## src/hw/rtl/region_change_sensitivity_unit_assert.svh

```systemverilog
// Assertion macros shared by the region change sensitivity RTL
`ifndef REGION_CHANGE_SENSITIVITY_UNIT_ASSERT_SVH
`define REGION_CHANGE_SENSITIVITY_UNIT_ASSERT_SVH

// Consequent must hold in the same cycle as the antecedent
`define RCS_ASSERT_NOW(label, ante, cons) \
    label: assert property (@(posedge i_clk) disable iff (!i_rst_n) (ante) |-> (cons)) \
        else $error("rcs assertion failed");

// Consequent must hold in the cycle after the antecedent
`define RCS_ASSERT_NEXT(label, ante, cons) \
    label: assert property (@(posedge i_clk) disable iff (!i_rst_n) (ante) |=> (cons)) \
        else $error("rcs assertion failed");

`endif

```

## src/hw/rtl/rcs_pkg.sv

```systemverilog
// Shared types and constants of the region change sensitivity block
`default_nettype none

package rcs_pkg;

    localparam int FRAME_PIXELS = 2097152;
    localparam int REGIONS      = 8;
    localparam int NREG         = (REGIONS > 8) ? 8 : REGIONS;
    localparam int IDX_W        = $clog2(FRAME_PIXELS);
    localparam int PIX_W        = 8;
    localparam int SUM_W        = 29;
    localparam int REG_W        = 3;
    localparam int SENS_W       = 7;
    localparam int QUO_W        = 7;
    localparam int DIV_W        = SUM_W + QUO_W;

    localparam logic [SUM_W-1:0]  SUM_MAX = {SUM_W{1'b1}};
    localparam logic [SENS_W-1:0] PERCENT = SENS_W'(100);

    localparam logic KIND_DETECT = 1'b0;
    localparam logic KIND_LOAD   = 1'b1;

    typedef enum logic [0:0] {
        CFG_MANUAL_UPDATE = 1'b0,
        CFG_REGION_ENABLE = 1'b1
    } t_cfg_idx;

    typedef struct packed {
        logic             kind;
        logic [PIX_W-1:0] pixel;
        logic [7:0]       region_mask;
        logic             end_of_frame;
    } t_in_item;

    typedef struct packed {
        logic [REG_W-1:0]  region;
        logic              valid_res;
        logic [SENS_W-1:0] sensitivity;
        logic [SUM_W-1:0]  total_change;
        logic [SUM_W-1:0]  region_change;
        logic              last;
    } t_out_item;

    // Frame sums handed to the report engine at the end of a detect frame
    typedef struct packed {
        logic [SUM_W-1:0]            total;
        logic [NREG-1:0][SUM_W-1:0]  sums;
    } t_rpt_snap;

endpackage

`default_nettype wire

```

## src/hw/rtl/rcs_report.sv

```systemverilog
// Frame-end report engine: per-region share division and result output register
`default_nettype none

module rcs_report
    import rcs_pkg::*;
(
    input  wire logic      i_clk,
    input  wire logic      i_rst_n,
    input  wire logic      i_start,
    input  wire t_rpt_snap i_snap,
    input  wire logic [7:0] i_region_enable,
    output logic           o_busy,
    output logic           o_valid,
    input  wire logic      i_ready,
    output t_out_item      o_data
);

    `include "region_change_sensitivity_unit_assert.svh"

    typedef enum logic [3:0] {
        S_IDLE = 4'b0001,
        S_MUL  = 4'b0010,
        S_DIV  = 4'b0100,
        S_OUT  = 4'b1000
    } t_state;

    t_state                     r_state;
    logic [REG_W-1:0]           r_reg;
    logic [2:0]                 r_cnt;
    logic [SUM_W-1:0]           r_total;
    logic [NREG-1:0][SUM_W-1:0] r_sums;
    logic [DIV_W-1:0]           r_rem;
    logic [DIV_W-1:0]           r_div;
    logic [QUO_W-1:0]           r_q;
    t_out_item                  r_out;

    logic [SUM_W-1:0]  w_sum;
    logic [DIV_W-1:0]  w_prod;
    logic              w_ge;
    logic [QUO_W-1:0]  w_q_nxt;
    logic              w_en;
    logic              w_zero;
    logic [SENS_W-1:0] w_sens;
    t_out_item         n_out;

    always_comb begin
        w_sum   = r_sums[r_reg];
        w_prod  = DIV_W'(w_sum) * DIV_W'(PERCENT);
        w_ge    = (r_rem >= r_div);
        w_q_nxt = {r_q[QUO_W-2:0], w_ge};
        w_en    = i_region_enable[r_reg];
        w_zero  = (r_total == '0) || (w_sum == '0);
        if (w_zero) begin
            w_sens = PERCENT;
        end else if (w_q_nxt >= PERCENT) begin
            w_sens = '0;
        end else begin
            w_sens = PERCENT - w_q_nxt;
        end
        n_out.region        = r_reg;
        n_out.valid_res     = w_en;
        n_out.sensitivity   = w_en ? w_sens : '0;
        n_out.total_change  = w_en ? r_total : '0;
        n_out.region_change = w_en ? w_sum : '0;
        n_out.last          = (r_reg == REG_W'(NREG - 1));
    end

    always_ff @(posedge i_clk) begin
        if (!i_rst_n) begin
            r_state <= S_IDLE;
            r_reg   <= '0;
            r_cnt   <= '0;
        end else begin
            case (r_state)
                S_IDLE: begin
                    if (i_start) begin
                        r_reg   <= '0;
                        r_state <= S_MUL;
                    end
                end
                S_MUL: begin
                    r_cnt   <= 3'(QUO_W - 1);
                    r_state <= S_DIV;
                end
                S_DIV: begin
                    if (r_cnt == '0) begin
                        r_state <= S_OUT;
                    end else begin
                        r_cnt <= r_cnt - 3'd1;
                    end
                end
                S_OUT: begin
                    // advance to the next region, or return to idle after the last, once the transaction completes
                    if (i_ready) begin
                        if (r_reg == REG_W'(NREG - 1)) begin
                            r_state <= S_IDLE;
                        end else begin
                            r_reg   <= r_reg + REG_W'(1);
                            r_state <= S_MUL;
                        end
                    end
                end
                default: begin
                    r_state <= S_IDLE;
                end
            endcase
        end
    end

    always_ff @(posedge i_clk) begin
        if (r_state == S_IDLE && i_start) begin
            r_total <= i_snap.total;
            r_sums  <= i_snap.sums;
        end
        if (r_state == S_MUL) begin
            r_rem <= w_prod;
            r_div <= DIV_W'(r_total) << (QUO_W - 1);
            r_q   <= '0;
        end
        if (r_state == S_DIV) begin
            if (w_ge) begin
                r_rem <= r_rem - r_div;
            end
            r_div <= r_div >> 1;
            r_q   <= w_q_nxt;
            if (r_cnt == '0) begin
                r_out <= n_out;
            end
        end
    end

    assign o_busy  = (r_state != S_IDLE);
    assign o_valid = (r_state == S_OUT);
    assign o_data  = r_out;

    `RCS_ASSERT_NOW(a_start_idle, i_start, r_state == S_IDLE)
    `RCS_ASSERT_NOW(a_sens_range, o_valid, o_data.sensitivity <= PERCENT)
    `RCS_ASSERT_NOW(a_region_le_total, o_valid,
        o_data.region_change <= o_data.total_change)
    `RCS_ASSERT_NEXT(a_hold_out, o_valid && !i_ready, o_valid && $stable(o_data))

endmodule

`default_nettype wire
```

## config.mk

```make
export PLATFORM = sky130hd
export DESIGN_NAME = rcs_report
export DESIGN_NICKNAME = d
export VERILOG_FILES = /design/src/hw/rtl/rcs_pkg.sv /design/src/hw/rtl/rcs_report.sv
export VERILOG_INCLUDE_DIRS = /design/src /design/src/hw/rtl
export SDC_FILE = /design/constraint.sdc
export NUM_CORES = 1
export LEC_CHECK = 0
export ABC_CLOCK_PERIOD_IN_PS = 8400
export BUFFER_PORTS_ARGS = -buffer_cell sky130_fd_sc_hd__buf_2
export CORE_MARGIN = 3
export CORE_UTILIZATION = 45
export DETAILED_ROUTE_END_ITERATION = 8
export GPL_TIMING_DRIVEN = 0
export MAX_ROUTING_LAYER = met4
export PLACE_DENSITY = 0.66
export SYNTH_ARGS = -nofsm -noshare
export SYNTH_HDL_FRONTEND = slang
export SYNTH_SLANG_ARGS = --single-unit
```

## constraint.sdc

```tcl
create_clock -name i_clk -period 8.4 [get_ports i_clk]
set_input_delay 0.84 -clock i_clk [delete_from_list [all_inputs] [get_ports i_clk]]
set_output_delay 0.84 -clock i_clk [all_outputs]
set_load 0.005 [all_outputs]
```

==> results of run 1 <==
area by class of cell:
cell class	count	area, um2
clock inverters	32	479
flip-flops and latches	418	12100
multi-input cells	979	8220
well taps	600	751
fillers	3854	20500
repair buffers	349	1840
diodes	6	15.0
inverters	178	668
clock buffers	52	1150
plain buffers	57	240
metrics by stage:
step / TNS [ps] / cell area [um2]
floorplan: 0 / 21200
global placement: -328370 / 23700
detailed placement: 0 / 23800
CTS: 0 / 25400
global route: 0 / 25500
finish: 0 / 25500
cells by family (layout without fill, tap and decap cells):
kind of cell	Yosys count	in the layout	synth area share, %
DFF	418	418	57.0
muxes	95	95	8.02
adders and majority gates	170	170	10.9
and+or+nand+nor	361	361	8.16
xor gates and xnor gates	56	56	2.31
other	0	6	0
buffers and inverters	235	668	4.28
AOI/OAI and AO/OA	297	297	9.29
path summary, 6_finish.rpt:
path | startpoint | to | depth (start not counted)
hold / removal | i_snap[202] | r_sums[202] | 1
hold reg to reg | r_reg[2] | o_data[69] | 0
setup / recovery | r_reg[1] | r_rem[34] | 22
setup reg to reg | r_reg[1] | r_rem[34] | 22
routing by layer:
layer / vias to the layer above / GRT usage [%] / routed length, um
met4: 0 / 7.42 / 1840
li1: 6815 / - / -
met3: 100 / 5.39 / 3730
met1: 6719 / 27.2 / 22200
met5: - / - / 0
met2: 431 / 35.1 / 25100
worst max-delay path, delay by kind of cell, from the launching register on:
| family | cells | cell delay [ps] |
|---|---|---|
| XOR/XNOR | 1 | 120 |
| AO/OA/AOI/OAI | 8 | 2040 |
| flip-flops | 1 | 360 |
| multiplexers | 2 | 1060 |
| buffers and inverters | 7 | 2070 |
| adder cells (fa/ha/maj) | 4 | 1390 |
placed cells by master, fill, tap and decap left out, drive strengths merged, types with 5 or more instances in the layout:
| cell type | instances |
|---|---|
| o21ai | 86 |
| o211ai | 14 |
| diode | 6 |
| clkinv | 11 |
| or2 | 5 |
| fa | 25 |
| dfxtp | 46 |
| clkinvlp | 6 |
| edfxtp | 372 |
| clkbuf | 90 |
| nand2 | 112 |
| o21bai | 11 |
| xnor2 | 31 |
| a211oi | 9 |
| bufinv | 9 |
| mux2i | 35 |
| o22ai | 6 |
| nand2b | 6 |
| inv | 184 |
| nor2 | 102 |
| a21oi | 74 |
| nor4b | 5 |
| mux4 | 60 |
| nand3 | 22 |
| o21a | 8 |
| nor2b | 36 |
| nor3 | 13 |
| or3 | 6 |
| buf | 368 |
| and2 | 8 |
| a31oi | 15 |
| xor2 | 25 |
| ha | 145 |
| o31ai | 6 |
| a211o | 7 |
| and3 | 10 |
| nor4 | 9 |
| nand4 | 16 |
| a21o | 23 |
power breakdown:
| part | internal [W] | switching [W] |
|---|---|---|
| clock network | 0.00129 | 0.000866 |
| logic | 0.000810 | 0.00113 |
| registers | 0.00249 | 0.000111 |
| total | 0.00459 | 0.00211 |
==> results_dict.tcl, run 1 <==
set metrics [dict create \
    drc_errors 0 \
    regMostFlops "r_sums" \
    yosysSeqAreaShare_pct 57.0 \
    cts_hold_buf 0 \
    async_flop_share_pct 0 \
    largest_reg_flops 232 \
    synthFlopType "edfxtp_1" \
    crit_path_top_delay_cell "clkbuf_1" \
    max_stage_delay_ps 660 \
    grt_max_degree 77 \
    yosysWarnings 0 \
    total_power_w 0.00670 \
    worstSetupPathType "reg -> reg" \
    place_inst 2581 \
    outcome "complete, no violations" \
    cts_tree "yes" \
    cp-start-kind "flip-flop" \
    top_regs "r_sums (232), o_data (70), r_rem (36)" \
    cp_common_cell "clkbuf_1" \
    root_buffer "clkbuf_16" \
    slew_viol_final 0 \
    drv_cap 0 \
    ant_nets 0 \
    hold_class "in -> reg" \
    track_usage_pct 21.8 \
    peakVddDrop_mv 0.209 \
    die_h_um 223 \
    clkTransAtPathRegs_ps 70 \
    path_max_fanout 10 \
    r2r_slack_ps 1250 \
    dieArea_mm2 0.0498 \
    worst_slew_pin_slew_ps 1020 \
    dr.pass1.iters 5 \
    htree_levels 2 \
    finClkSkew_ps 29.0 \
    numCtsBuffers 45 \
    routed_wl_um 52900 \
    port_buffers 344 \
    clkLatencyLatePin_ps 600 \
    clock-sinks 418 \
    synthCells 1632 \
    fin_util_pct 55.4 \
    grt_pass1_wl_um 81600 \
    gr-total-overflow 0 \
    worstPathCellList "clkbuf_1 -> clkbuf_1 -> clkbuf_1 -> mux4_2 -> mux2i_1 -> inv_1 -> ha_1 -> ha_1 -> inv_1 -> fa_1 -> inv_1 -> ha_1 -> clkbuf_1 -> a21o_1 -> a221oi_1 -> o22ai_1 -> a21oi_1 -> a41oi_1 -> a311oi_1 -> xor2_1 -> o211a_1 -> a21oi_1" \
    yosysMostFrequentCell "edfxtp_1" \
    netlist_area_mm2 0.0212 \
    drt-initial-drc-count 991 \
    vias 14100 \
    leakage_nw 10.4 \
    synth_edf_count 372 \
    crit_arrival_ps 7670 \
    yosys-top-cells-count "372 x edfxtp_1, 177 x inv_1, 145 x ha_1, 111 x nand2_1, 102 x nor2_1" \
    rsz0062_at_grt "no" \
    pre_cts_slack_ps 1180 \
    area_growth_pct 20.0 \
    avgSynthCellArea_um2 13.0 \
    postCtsSetupRepairBufs 0 \
    core_mm2 0.0460 \
    place.gp.congestion 0.916 \
    fin_cells 2671 \
    start_util_pct 46.1 \
    ios 345 \
    synth.area.top_cells "edfxtp_1 53%, ha_1 8.6%, mux4_2 6.4%" \
    syn-num-nets 2075 \
    fmax_ghz 0.140 \
    synth_area_leader_cell "edfxtp_1" \
    die_width_um 223 \
    slew_headroom_pct 31.2 \
    grt_pass1_vias 14500 \
    finalCritPeriodShare_pct 85.1 \
    setup_viol 0 \
    fin_nets 2471 \
    end_kind "flip-flop" \
    synth_top_area_share_pct 52.7 \
    period_minus_slack_ps 7150 \
    wl_per_cell_um 19.8 \
    powerDensity_mw_per_mm2 263 \
    ys_types 79 \
    hold_viol_final 0 \
    antenna_found_initial 7 \
    cts_resized 0 \
    ys_ff_latch 418 \
    hpwlAfterDp_um 41300 \
    required_ps 8920 \
    layout-drive-gt1-share_pct 25.6 \
    whs_ps 413 \
    fp-row-count 78 \
    via_per_inst 5.27 \
    clockBufferDepth 3 \
    setup_ws_ps 1250 \
]
Power figures use the tool's default switching activity.
==> run 2: changes to the inputs <==
- ABC_AREA: unset -> 1
==> run 2 against run 1 <==
Wire length up 31%. Combinational power rose to 3.5 times the previous value. Hold slack worse by 26 ps. Clock power about the same. Final cell count up 31%. Sequential power up 6%. Critical path depth up 2. Synthesized cell count up 45%. Flip-flop and latch count unchanged. Critical path type unchanged. Largest power group is now combinational cells.
==> results_dict.tcl, run 2 <==
set metrics [dict create \
    outcome "complete, no violations" \
    r2r-start "r_reg[1]" \
    fin_nets 3219 \
    place_inst 3390 \
    ys_types 48 \
    wl_per_cell_um 19.8 \
    place.gp.congestion 0.947 \
    peakVddDrop_mv 0.300 \
    rsz0062_at_grt "no" \
    yosys-top-cells-count "390 x nor2_1, 372 x edfxtp_1, 362 x nand2_1, 349 x inv_1, 147 x o21ai_0" \
    port_buffers 344 \
    synthFlopType "edfxtp_1" \
    dr.pass1.iters 5 \
    die_h_um 230 \
    regMostFlops "r_sums" \
    synthCells 2370 \
    largest_reg_flops 232 \
    reg2reg_depth 24 \
    dieArea_mm2 0.0527 \
    setup_viol 0 \
    yosysSeqAreaShare_pct 53.7 \
    pwr-share-comb_pct 58.2 \
    yosysWarnings 0 \
    cp-start-kind "flip-flop" \
    hpwlAfterDp_um 55600 \
    period_minus_slack_ps 6280 \
    grt_max_degree 43 \
    grt_pass1_wl_um 105000 \
    switching_share_pct 47.4 \
    slew_headroom_pct 28.0 \
    path_max_fanout 10 \
    ant_nets 0 \
    clkLatencyLatePin_ps 620 \
    final_cell_mix "388 x nor2_1, 372 x edfxtp_1, 363 x buf_2" \
    track_usage_pct 26.9 \
    finalCritPeriodShare_pct 74.7 \
    clkPwrFrac_pct 18.2 \
    drc_errors 0 \
    clock-sinks 418 \
    ys_ff_latch 418 \
    total_power_w 0.0117 \
    start_util_pct 45.8 \
    worst_slew_pin_slew_ps 1070 \
    root_buffer "clkbuf_16" \
    powerDensity_mw_per_mm2 434 \
    p_switching_w 0.00556 \
    r2r_slack_ps 2120 \
    synth_area_leader_cell "edfxtp_1" \
    synth.area.top_cells "edfxtp_1 50%, ha_1 8.1%, nor2_1 6.5%" \
    async_flop_share_pct 0 \
    fp-row-count 81 \
    crit_arrival_ps 6810 \
    required_ps 8940 \
    avgSynthCellArea_um2 9.49 \
    antenna_found_initial 25 \
    hold_viol_final 0 \
    ios 345 \
    finClkSkew_ps 58.6 \
    die_width_um 230 \
    drt-initial-drc-count 1543 \
    via_per_inst 5.27 \
    min_from "i_snap[201]" \
    fmax_ghz 0.159 \
    synth_edf_count 372 \
    clkTransAtPathRegs_ps 60 \
    p_int_w 0.00617 \
    grt_pass1_vias 18300 \
    layout-drive-gt1-share_pct 17.4 \
    slew_viol_final 0 \
    area_growth_pct 20.1 \
    tns_ps 0 \
    routed_wl_um 69400 \
    gr-total-overflow 0 \
    yosysMostFrequentCell "nor2_1" \
    htree_levels 2 \
    r2r-end "r_rem[35]" \
    vias 18500 \
    final_common_cell "nor2_1" \
    postCtsSetupRepairBufs 0 \
    holdPathEnd "r_sums[201]" \
    clockBufferDepth 3 \
    numCtsBuffers 48 \
    leakage_nw 12.1 \
    fin_cells 3504 \
    p_seq_share_pct 23.6 \
    worstSetupPathType "reg -> reg" \
    top_regs "r_sums (232), o_data (70), r_rem (36)" \
    whs_path_depth 1 \
    cts_tree "yes" \
    hold_class "in -> reg" \
    drv_cap 0 \
    core_mm2 0.0492 \
    synth_top_area_share_pct 49.7 \
    syn-num-nets 2813 \
    cts_hold_buf 0 \
    end_kind "flip-flop" \
    cts_resized 0 \
    netlist_area_mm2 0.0225 \
]
==> run 2: worst max-delay path by stage <==
stage | start | to | slack, ps | depth (start not counted)
2_1_floorplan | i_start | r_sums[0] | 260 | 2
5_1_grt | r_reg[1] | r_rem[35] | 1630 | 24
4_1_cts | r_reg[1] | r_rem[35] | 2080 | 24
6_report | r_reg[1] | r_rem[35] | 2120 | 24
3_3_place_gp | i_start | r_sums[49] | -2250 | 3
3_5_place_dp | r_reg[1] | r_rem[35] | 2140 | 24
==> run 2: critical path, stage by stage, from the launching register on <==
cell	delay (ps)
dfxtp_1	470
buf_2	340
buf_2	340
buf_1	600
o21ai_0	210
o32ai_1	410
nand2_1	110
o21ai_1	250
inv_1	120
ha_1	330
ha_1	330
fa_1	460
ha_1	400
nand3_1	100
nand3_1	210
inv_1	110
nor2_1	100
nor2_1	60
o21ai_0	510
nand2_1	200
nand3_1	130
nand2_1	50
nor2_1	170
nor2_1	60
nor2_1	90
==> run 2: metrics by stage <==
step	utilization, %	instance area, um2	hold WS [ps]	setup slack, ps
after floorplan	-	22500	426	259
after global placement	51.0	25100	441	-2250
after detailed placement	51.5	25300	444	2140
after CTS	54.9	27000	358	2080
after global routing	55.0	27000	366	1630
final	55.0	27000	387	2120
==> run 2: area by class of cell <==
type / count / area (um2)
antenna: 25 / 62.6
buffer: 72 / 350
clock buffer: 61 / 1310
clock inverter: 28 / 323
fill: 4414 / 22100
inverter: 353 / 1330
multi-input combinational: 1527 / 8750
sequential: 418 / 12100
tap: 664 / 831
timing repair buffer: 356 / 1980
==> run 2: per-layer routing <==
metal | up-vias | GRT usage (%) | part of all wire [%]
met5 | - | - | 0
met4 | 0 | 8.57 | 2.9
met3 | 115 | 4.81 | 7.1
met2 | 692 | 42.4 | 47
met1 | 8766 | 35.4 | 43
li1 | 8888 | - | -
==> run 2: cells by family after synthesis <==
group / Yosys count / share of synthesized area [%]
AOI/OAI and AO/OA: 398 / 10.5
DFF: 418 / 53.7
xor gates and xnor gates: 24 / 0.934
muxes: 1 / 0.0445
adders and majority gates: 170 / 10.3
buffers and inverters: 425 / 7.45
and+or+nand+nor: 934 / 17.0
==> run 2: power groups by stage <==
stage / clock network (W) / registers, W / logic, W
2_1_floorplan: 0 / 0.00281 / 0.00483
3_3_place_gp: 0 / 0.00288 / 0.00662
3_5_place_dp: 0 / 0.00281 / 0.00673
4_1_cts: 0.00217 / 0.00277 / 0.00680
5_1_grt: 0.00227 / 0.00279 / 0.00775
6_report: 0.00214 / 0.00277 / 0.00683
